$ cat config.mk
export PLATFORM = sky130hd
export DESIGN_NAME = fifo_queue_with_search_top
export DESIGN_NICKNAME = d
export VERILOG_FILES = /design/src/rtl/fqs_pkg.sv /design/src/rtl/fqs_ram.sv /design/src/rtl/fqs_front.sv /design/src/rtl/fqs_back.sv /design/src/rtl/fifo_queue_with_search_top.sv
export SDC_FILE = /design/constraint.sdc
export NUM_CORES = 1
export LEC_CHECK = 0
export BUFFER_PORTS_ARGS = -buffer_cell sky130_fd_sc_hd__clkbuf_2
export CAP_MARGIN = 20
export CORE_MARGIN = 8
export CORE_UTILIZATION = 30
export CTS_CLUSTER_SIZE = 8
export DETAILED_ROUTE_END_ITERATION = 7
export HOLD_SLACK_MARGIN = 0.08
export PLACE_DENSITY = 0.52
export SYNTH_ARGS = -nofsm -noshare
export SYNTH_HDL_FRONTEND = slang
export SYNTH_SLANG_ARGS = --single-unit
$ cat constraint.sdc
create_clock -name clk_i -period 6.6 [get_ports clk_i]
set_input_delay 1.32 -clock clk_i [delete_from_list [all_inputs] [get_ports clk_i]]
set_output_delay 1.32 -clock clk_i [all_outputs]
set_load 0.01 [all_outputs]
$ cat src/rtl/fqs_pkg.sv
// Package for the queue with search: sizes, operation and status codes,
// and the command record that travels from the front end to the back end.
// Depends on nothing.
`timescale 1ns / 1ps
`default_nettype none
package fqs_pkg;

  localparam int unsigned DEPTH  = 16;
  localparam int unsigned IDX_W  = (DEPTH > 1) ? $clog2(DEPTH) : 1;
  localparam int unsigned CNT_W  = $clog2(DEPTH + 1);
  localparam int unsigned DATA_W = 32;
  localparam int unsigned OP_W   = 2;
  localparam int unsigned ST_W   = 2;
  localparam int unsigned POS_W  = 4;
  localparam int unsigned OCC_W  = 5;
  localparam int unsigned QDEPTH = 2;
  localparam int unsigned QPTR_W = (QDEPTH > 1) ? $clog2(QDEPTH) : 1;
  localparam int unsigned QCNT_W = $clog2(QDEPTH + 1);

  localparam logic [OP_W-1:0] OP_ENQ  = 2'd0;
  localparam logic [OP_W-1:0] OP_DEQ  = 2'd1;
  localparam logic [OP_W-1:0] OP_SRCH = 2'd2;

  typedef enum logic [ST_W-1:0] {
    ST_OK       = 2'd0,
    ST_FULL     = 2'd1,
    ST_EMPTY    = 2'd2,
    ST_NOTFOUND = 2'd3
  } status_e;

  typedef enum logic [1:0] {
    CMD_ENQ  = 2'd0,
    CMD_DEQ  = 2'd1,
    CMD_SRCH = 2'd2,
    CMD_NOP  = 2'd3
  } cmd_kind_e;

  typedef struct packed {
    cmd_kind_e                 kind;
    logic signed [DATA_W-1:0]  data;
  } cmd_t;

  typedef struct packed {
    logic pop;
  } cmd_ctrl_t;

endpackage : fqs_pkg
`default_nettype wire

$ cat src/rtl/fqs_ram.sv
// Generic single-clock RAM with one write port and one registered read port.
// Depends on nothing.
`timescale 1ns / 1ps
`default_nettype none
module fqs_ram #(
  parameter int unsigned WIDTH = 32,
  parameter int unsigned DEPTH = 16,
  localparam int unsigned ADDR_W = (DEPTH > 1) ? $clog2(DEPTH) : 1
) (
  input  wire logic              clk_i,
  input  wire logic              wr_en_i,
  input  wire logic [ADDR_W-1:0] wr_addr_i,
  input  wire logic [WIDTH-1:0]  wr_data_i,
  input  wire logic              rd_en_i,
  input  wire logic [ADDR_W-1:0] rd_addr_i,
  output logic      [WIDTH-1:0]  rd_data_o
);

  logic [WIDTH-1:0] mem [DEPTH];

  always_ff @(posedge clk_i) begin
    if (wr_en_i) begin
      mem[wr_addr_i] <= wr_data_i;
    end
    if (rd_en_i) begin
      rd_data_o <= mem[rd_addr_i];
    end
  end

endmodule : fqs_ram
`default_nettype wire

$ cat src/rtl/fqs_front.sv
// Front end: accepts input transactions, decodes the operation and holds
// the commands in a short queue for the back end. Depends on fqs_pkg.
`timescale 1ns / 1ps
`default_nettype none
module fqs_front
  import fqs_pkg::*;
(
  input  wire logic                     clk_i,
  input  wire logic                     rst_ni,
  input  wire logic                     in_valid_i,
  output logic                          in_stall_o,
  input  wire logic [OP_W-1:0]          operation_i,
  input  wire logic signed [DATA_W-1:0] data_in_i,
  output cmd_t                          cmd_o,
  input  wire cmd_ctrl_t                ctrl_i,
  output logic                          cmd_valid_o
);

  cmd_t              slot_q [QDEPTH];
  logic [QPTR_W-1:0] wr_ptr_q, wr_ptr_d;
  logic [QPTR_W-1:0] rd_ptr_q, rd_ptr_d;
  logic [QCNT_W-1:0] cnt_q, cnt_d;
  logic              push;
  logic              pop;
  cmd_t              cmd_new;

  always_comb begin
    cmd_new.data = data_in_i;
    case (operation_i)
      OP_ENQ:  cmd_new.kind = CMD_ENQ;
      OP_DEQ:  cmd_new.kind = CMD_DEQ;
      OP_SRCH: cmd_new.kind = CMD_SRCH;
      default: cmd_new.kind = CMD_NOP;
    endcase
  end

  assign in_stall_o  = (cnt_q == QCNT_W'(QDEPTH));
  assign cmd_valid_o = (cnt_q != '0);
  assign cmd_o       = slot_q[rd_ptr_q];
  assign push        = in_valid_i && !in_stall_o;
  assign pop         = ctrl_i.pop && cmd_valid_o;

  always_comb begin
    wr_ptr_d = wr_ptr_q;
    rd_ptr_d = rd_ptr_q;
    cnt_d    = cnt_q;
    if (push) begin
      wr_ptr_d = (wr_ptr_q == QPTR_W'(QDEPTH - 1)) ? '0 : wr_ptr_q + 1'b1;
    end
    if (pop) begin
      rd_ptr_d = (rd_ptr_q == QPTR_W'(QDEPTH - 1)) ? '0 : rd_ptr_q + 1'b1;
    end
    if (push && !pop) begin
      cnt_d = cnt_q + 1'b1;
    end else if (pop && !push) begin
      cnt_d = cnt_q - 1'b1;
    end
  end

  always_ff @(posedge clk_i or negedge rst_ni) begin
    if (!rst_ni) begin
      wr_ptr_q <= '0;
      rd_ptr_q <= '0;
      cnt_q    <= '0;
    end else begin
      wr_ptr_q <= wr_ptr_d;
      rd_ptr_q <= rd_ptr_d;
      cnt_q    <= cnt_d;
    end
  end

  always_ff @(posedge clk_i) begin
    if (push) begin
      slot_q[wr_ptr_q] <= cmd_new;
    end
  end

endmodule : fqs_front
`default_nettype wire

$ cat src/rtl/fqs_back.sv
// Back end: executes queue commands against the ring buffer and drives the
// registered result port. Depends on fqs_pkg and fqs_ram.
`timescale 1ns / 1ps
`default_nettype none
module fqs_back
  import fqs_pkg::*;
(
  input  wire logic                clk_i,
  input  wire logic                rst_ni,
  input  wire cmd_t                cmd_i,
  input  wire logic                cmd_valid_i,
  output cmd_ctrl_t                ctrl_o,
  output logic                     out_valid_o,
  input  wire logic                out_stall_i,
  output logic [ST_W-1:0]          status_o,
  output logic signed [DATA_W-1:0] data_out_o,
  output logic [POS_W-1:0]         position_o,
  output logic [OCC_W-1:0]         entry_count_o
);

  localparam logic [1:0] S_IDLE = 2'd0;
  localparam logic [1:0] S_DEQ  = 2'd1;
  localparam logic [1:0] S_SRCH = 2'd2;

  logic [1:0]         state_q, state_d;
  logic [IDX_W-1:0]   head_q, head_d;
  logic [IDX_W-1:0]   tail_q, tail_d;
  logic [CNT_W-1:0]   occ_q, occ_d;
  logic [IDX_W-1:0]   idx_q, idx_d;
  logic [IDX_W-1:0]   k_q, k_d;
  logic [DATA_W-1:0]  key_q, key_d;
  logic               out_valid_q, out_valid_d;
  status_e            status_q, status_d;
  logic [DATA_W-1:0]  data_q, data_d;
  logic [POS_W-1:0]   pos_q, pos_d;
  logic [OCC_W-1:0]   count_q, count_d;

  logic               out_free;
  logic               load;
  logic               pop;
  logic               wr_en;
  logic               rd_en;
  logic [IDX_W-1:0]   rd_addr;
  logic [DATA_W-1:0]  rd_data;
  logic [IDX_W-1:0]   head_nxt;
  logic [IDX_W-1:0]   tail_nxt;
  logic [IDX_W-1:0]   idx_nxt;
  logic               hit;
  logic               last;

  fqs_ram #(
    .WIDTH(DATA_W),
    .DEPTH(DEPTH)
  ) u_ram (
    .clk_i     (clk_i),
    .wr_en_i   (wr_en),
    .wr_addr_i (tail_q),
    .wr_data_i (cmd_i.data),
    .rd_en_i   (rd_en),
    .rd_addr_i (rd_addr),
    .rd_data_o (rd_data)
  );

  assign out_free = !out_valid_q || !out_stall_i;
  assign head_nxt = (head_q == IDX_W'(DEPTH - 1)) ? '0 : head_q + 1'b1;
  assign tail_nxt = (tail_q == IDX_W'(DEPTH - 1)) ? '0 : tail_q + 1'b1;
  assign idx_nxt  = (idx_q == IDX_W'(DEPTH - 1)) ? '0 : idx_q + 1'b1;
  assign hit      = (rd_data == key_q);
  assign last     = ({1'b0, k_q} == CNT_W'(occ_q - 1'b1));

  always_comb begin
    state_d  = state_q;
    head_d   = head_q;
    tail_d   = tail_q;
    occ_d    = occ_q;
    idx_d    = idx_q;
    k_d      = k_q;
    key_d    = key_q;
    pop      = 1'b0;
    load     = 1'b0;
    wr_en    = 1'b0;
    rd_en    = 1'b0;
    rd_addr  = head_q;
    status_d = ST_OK;
    data_d   = '0;
    pos_d    = '0;
    case (state_q)
      S_IDLE: begin
        if (cmd_valid_i && out_free) begin
          pop = 1'b1;
          case (cmd_i.kind)
            CMD_ENQ: begin
              load = 1'b1;
              if (occ_q == CNT_W'(DEPTH)) begin
                status_d = ST_FULL;
              end else begin
                wr_en  = 1'b1;
                tail_d = tail_nxt;
                occ_d  = occ_q + 1'b1;
              end
            end
            CMD_DEQ: begin
              if (occ_q == '0) begin
                load     = 1'b1;
                status_d = ST_EMPTY;
              end else begin
                rd_en   = 1'b1;
                state_d = S_DEQ;
              end
            end
            CMD_SRCH: begin
              if (occ_q == '0) begin
                load     = 1'b1;
                status_d = ST_NOTFOUND;
              end else begin
                rd_en   = 1'b1;
                key_d   = cmd_i.data;
                k_d     = '0;
                idx_d   = head_q;
                state_d = S_SRCH;
              end
            end
            default: begin
              load = 1'b1;
            end
          endcase
        end
      end
      S_DEQ: begin
        if (out_free) begin
          load    = 1'b1;
          data_d  = rd_data;
          head_d  = head_nxt;
          occ_d   = occ_q - 1'b1;
          state_d = S_IDLE;
        end
      end
      S_SRCH: begin
        if (hit) begin
          if (out_free) begin
            load    = 1'b1;
            data_d  = key_q;
            pos_d   = POS_W'(k_q);
            state_d = S_IDLE;
          end
        end else if (last) begin
          if (out_free) begin
            load     = 1'b1;
            status_d = ST_NOTFOUND;
            state_d  = S_IDLE;
          end
        end else begin
          rd_en   = 1'b1;
          rd_addr = idx_nxt;
          idx_d   = idx_nxt;
          k_d     = k_q + 1'b1;
        end
      end
      default: begin
        state_d = S_IDLE;
      end
    endcase
    count_d     = OCC_W'(occ_d);
    out_valid_d = load || (out_valid_q && out_stall_i);
  end

  assign ctrl_o.pop    = pop;
  assign out_valid_o   = out_valid_q;
  assign status_o      = status_q;
  assign data_out_o    = data_q;
  assign position_o    = pos_q;
  assign entry_count_o = count_q;

  always_ff @(posedge clk_i or negedge rst_ni) begin
    if (!rst_ni) begin
      state_q     <= S_IDLE;
      head_q      <= '0;
      tail_q      <= '0;
      occ_q       <= '0;
      out_valid_q <= 1'b0;
    end else begin
      state_q     <= state_d;
      head_q      <= head_d;
      tail_q      <= tail_d;
      occ_q       <= occ_d;
      out_valid_q <= out_valid_d;
    end
  end

  always_ff @(posedge clk_i) begin
    idx_q <= idx_d;
    k_q   <= k_d;
    key_q <= key_d;
    if (load) begin
      status_q <= status_d;
      data_q   <= data_d;
      pos_q    <= pos_d;
      count_q  <= count_d;
    end
  end

endmodule : fqs_back
`default_nettype wire

$ cat src/rtl/fifo_queue_with_search_top.sv
// Top level of the queue with search: joins the front end and the back end.
// Depends on fqs_pkg, fqs_front and fqs_back.
//
// A bounded FIFO of 16 signed 32-bit entries held in a ring buffer RAM. Each
// input transaction is an enqueue, a dequeue or a search and gives exactly
// one result transaction carrying a status and the entry count after the
// operation. Commands pass through a two-entry queue into the back end,
// which runs one command at a time. In the back end an enqueue, a rejected
// operation or an unused code completes straight from the idle state; a
// dequeue first reads the entry RAM and then gives its result; a search
// reads the single read port of the entry RAM once per cycle from head
// toward tail until it finds the key or reaches the tail. While a result
// waits on a stalled output, the back end holds its next command, and the
// command queue then fills and stalls the input.
`timescale 1ns / 1ps
`default_nettype none
module fifo_queue_with_search_top
  import fqs_pkg::*;
(
  input  wire logic                     clk_i,
  input  wire logic                     rst_ni,
  input  wire logic                     in_valid_i,
  output logic                          in_stall_o,
  input  wire logic [OP_W-1:0]          operation_i,
  input  wire logic signed [DATA_W-1:0] data_in_i,
  output logic                          out_valid_o,
  input  wire logic                     out_stall_i,
  output logic [ST_W-1:0]               status_o,
  output logic signed [DATA_W-1:0]      data_out_o,
  output logic [POS_W-1:0]              position_o,
  output logic [OCC_W-1:0]              entry_count_o
);

  cmd_t      cmd;
  cmd_ctrl_t ctrl;
  logic      cmd_valid;

  fqs_front u_front (
    .clk_i       (clk_i),
    .rst_ni      (rst_ni),
    .in_valid_i  (in_valid_i),
    .in_stall_o  (in_stall_o),
    .operation_i (operation_i),
    .data_in_i   (data_in_i),
    .cmd_o       (cmd),
    .ctrl_i      (ctrl),
    .cmd_valid_o (cmd_valid)
  );

  fqs_back u_back (
    .clk_i         (clk_i),
    .rst_ni        (rst_ni),
    .cmd_i         (cmd),
    .cmd_valid_i   (cmd_valid),
    .ctrl_o        (ctrl),
    .out_valid_o   (out_valid_o),
    .out_stall_i   (out_stall_i),
    .status_o      (status_o),
    .data_out_o    (data_out_o),
    .position_o    (position_o),
    .entry_count_o (entry_count_o)
  );

endmodule : fifo_queue_with_search_top
`default_nettype wire

==> results.cfg <==
[run_status]
status = completed

[timing]
fin_tns_setup_ps = 0
relSlewSlack_pct = 22.5
fin_skew_ps = 60.6
tightest_slew_ps = 1150
timing.fmax_mhz = 201
finalSetupViolations = 0
drv_slew = 0
min_period_ps = 4980
fin_hold_ws_ps = 527
post-route-period-util_pct = 75.5
rsz0062_at_grt = false
final_hold_viol_count = 0

[global_route]
grt_pass1_vias = 19900
grt_pass1_wl_um = 129000
globalRoute.totalOverflow = 0
grt_usage_pct = 14.5
antenna_found_initial = 1
grt_max_degree = 129

[routing]
avgViaCountPerCell = 5.06
route.detailed.drc = 0
wl_per_cell_um = 22.1
vias = 19600
drt-total-wl_um = 85700
antenna_left = 0
first_iter_violations = 1433
dr.pass1.iters = 7

[layout]
mostFrequentLayoutCells = edfxtp_1, nand2_1, nand2b_1, a21oi_1, mux2i_1
final_nets = 2501
fillers = 10100
synthToLayoutAreaGrowth_pct = 15.5
layout_commonest_cell = edfxtp_1
drive_gt1_share_pct = 12.4

[placement]
dp_hpwl_um = 50700
place.gp.congestion = 0.795
port_buffers = 82

[clock_tree]
post_cts_buffers = 0
cts_tree = built
htreeDepth = 3
cts_buffers = 99
cts.repair.resized = 0
clockBufferDepth = 3
postCtsHoldBufs = 0
clk_pin_slew_ps = 50
insertion_delay_ps = 670
root_buffer = clkbuf_16
clock_sinks = 715

[synth]
netlist_area_mm2 = 0.0315
ys_ff_latch = 715
ys_async_sr_fraction_pct = 2.80
syn_area_per_cell_um2 = 13.2
synth-main-ff-cell = edfxtp_1
yosysWarnings = 0
yosysUniqueCellTypes = 50
synth-edff-count = 695
synth_cells = 2382
synth_nets = 2438
yosysSeqAreaShare_pct = 67.8

[worst_setup_path]
critPathMaxFanout = 39
cp.required_ps = 7000
criticalPathCategory = reg2reg
cp.arrival_ps = 5390
start_kind = register
crit_path_end_kind = register
rr_startpoint = u_back.u_ram.rd_data_o[19]$_DFFE_PP_
crit_start = u_back.u_ram.rd_data_o[19]$_DFFE_PP_

[power]
peakVddDrop_v = 0.000322
power_density_mw_per_mm2 = 469
p_leak_nw = 12.2
total_power_w = 0.0171

[die]
rows = 119
die_x_um = 340
core_area_mm2 = 0.105
die_area_mm2 = 0.116
start_util_pct = 30.1
die_h_um = 340
ios = 83

[worst_hold_path]
hold_path_class = reg2reg
min_from = u_front.cnt_q[1]$_DFFE_PN0P_

[flow_run]
maxCapViolCount = 0
-- routing by layer --
layer / global-route usage, % / share of wire [%] / up-vias
li1: - / - / 8990
met1: 18.5 / 43 / 9894
met2: 24.6 / 49 / 565
met3: 2.43 / 4.6 / 154
met4: 5.15 / 3.4 / 2
met5: 0 / 0.015 / -
-- worst max-delay path, stage by stage, from the launching register on --
cell and delay, ps:
edfxtp_1 440, xor2_1 220, nor4_1 1000, nand4_1 570, o211a_4 470, mux2i_4 670
buf_12 360, mux2i_1 390, o22ai_1 140, or3_1 380
-- where the power goes --
group          leakage [nW]  switching, W  internal [W]  total, W
Combinational          4.34       0.00396       0.00193   0.00589
Clock                  1.32       0.00186       0.00271   0.00458
Sequential             6.57      0.000376       0.00623   0.00660
-- final cells by class --
type / count / area, um^2 / share of cell area (%)
diodes: 1 / 2.50 / 0.00687
clock buffers: 132 / 2600 / 7.15
clock inverters: 8 / 145 / 0.399
inverters: 15 / 56.3 / 0.155
multi-input cells: 1488 / 9600 / 26.4
flip-flops and latches: 715 / 21400 / 58.7
well taps: 1391 / 1740 / 4.78
repair buffers: 126 / 886 / 2.43
-- flip-flops by register name (all words and copies together), names as in the netlist, 5 cells and up --
signal and flops:
u_back.entry_count_o 5, u_back.occ_q 5, u_back.data_out_o 32, u_back.u_ram.mem 512
u_back.u_ram.rd_data_o 32, u_back.key_q 32, u_front.slot_q 68
-- through the flow --
| stage | util, % | setup slack [ps] | area (um^2) | cells |
|---|---|---|---|---|
| finish | 34.7 | 1620 | 36400 | 3876 |
| global placement | 32.0 | 1650 | 33500 | 3728 |
| detailed placement | 32.1 | 1610 | 33600 | 3734 |
| floorplan | - | 1140 | 31500 | 2382 |
| global route | 34.7 | 1490 | 36400 | 3875 |
| CTS | 34.7 | 1740 | 36400 | 3874 |
-- path summary, 6_finish.rpt --
kind	to	slack, ps	cells after the start
min in group asynchronous	u_back.tail_q[0]$_DFFE_PN0P_	650	1
max reg2reg	u_back.u_ram.rd_data_o[4]$_DFFE_PP_	1620	9
max	u_back.u_ram.rd_data_o[4]$_DFFE_PP_	1620	9
min reg2reg	u_front.cnt_q[1]$_DFFE_PN0P_	530	1
max in group asynchronous	u_back.head_q[1]$_DFFE_PN0P_	5460	1
min	u_front.cnt_q[1]$_DFFE_PN0P_	530	1
-- cell families after synthesis --
kind of cell | synth area share, %
simple gates | 11.8
flops | 67.8
compound gates | 9.99
buf+inv | 2.46
mux | 5.72
xor+xnor | 1.53
fa+ha+maj | 0.714
-- cells in the mapped netlist (all sizes together) (30+ instances only) --
library cell	number	area, um^2
edfxtp	695	20900
nand2	292	1100
a21oi	258	1290
nand2b	258	1610
mux2i	136	1360
o211ai	128	966
clkbuf	104	390
o22ai	64	400
buf	60	330
mux2	39	443
xor2	38	333
a22oi	36	270
nand4	36	225
nor2b	34	213
or3	32	200
nor2	30	113
(Power assumes the default switching activity.)
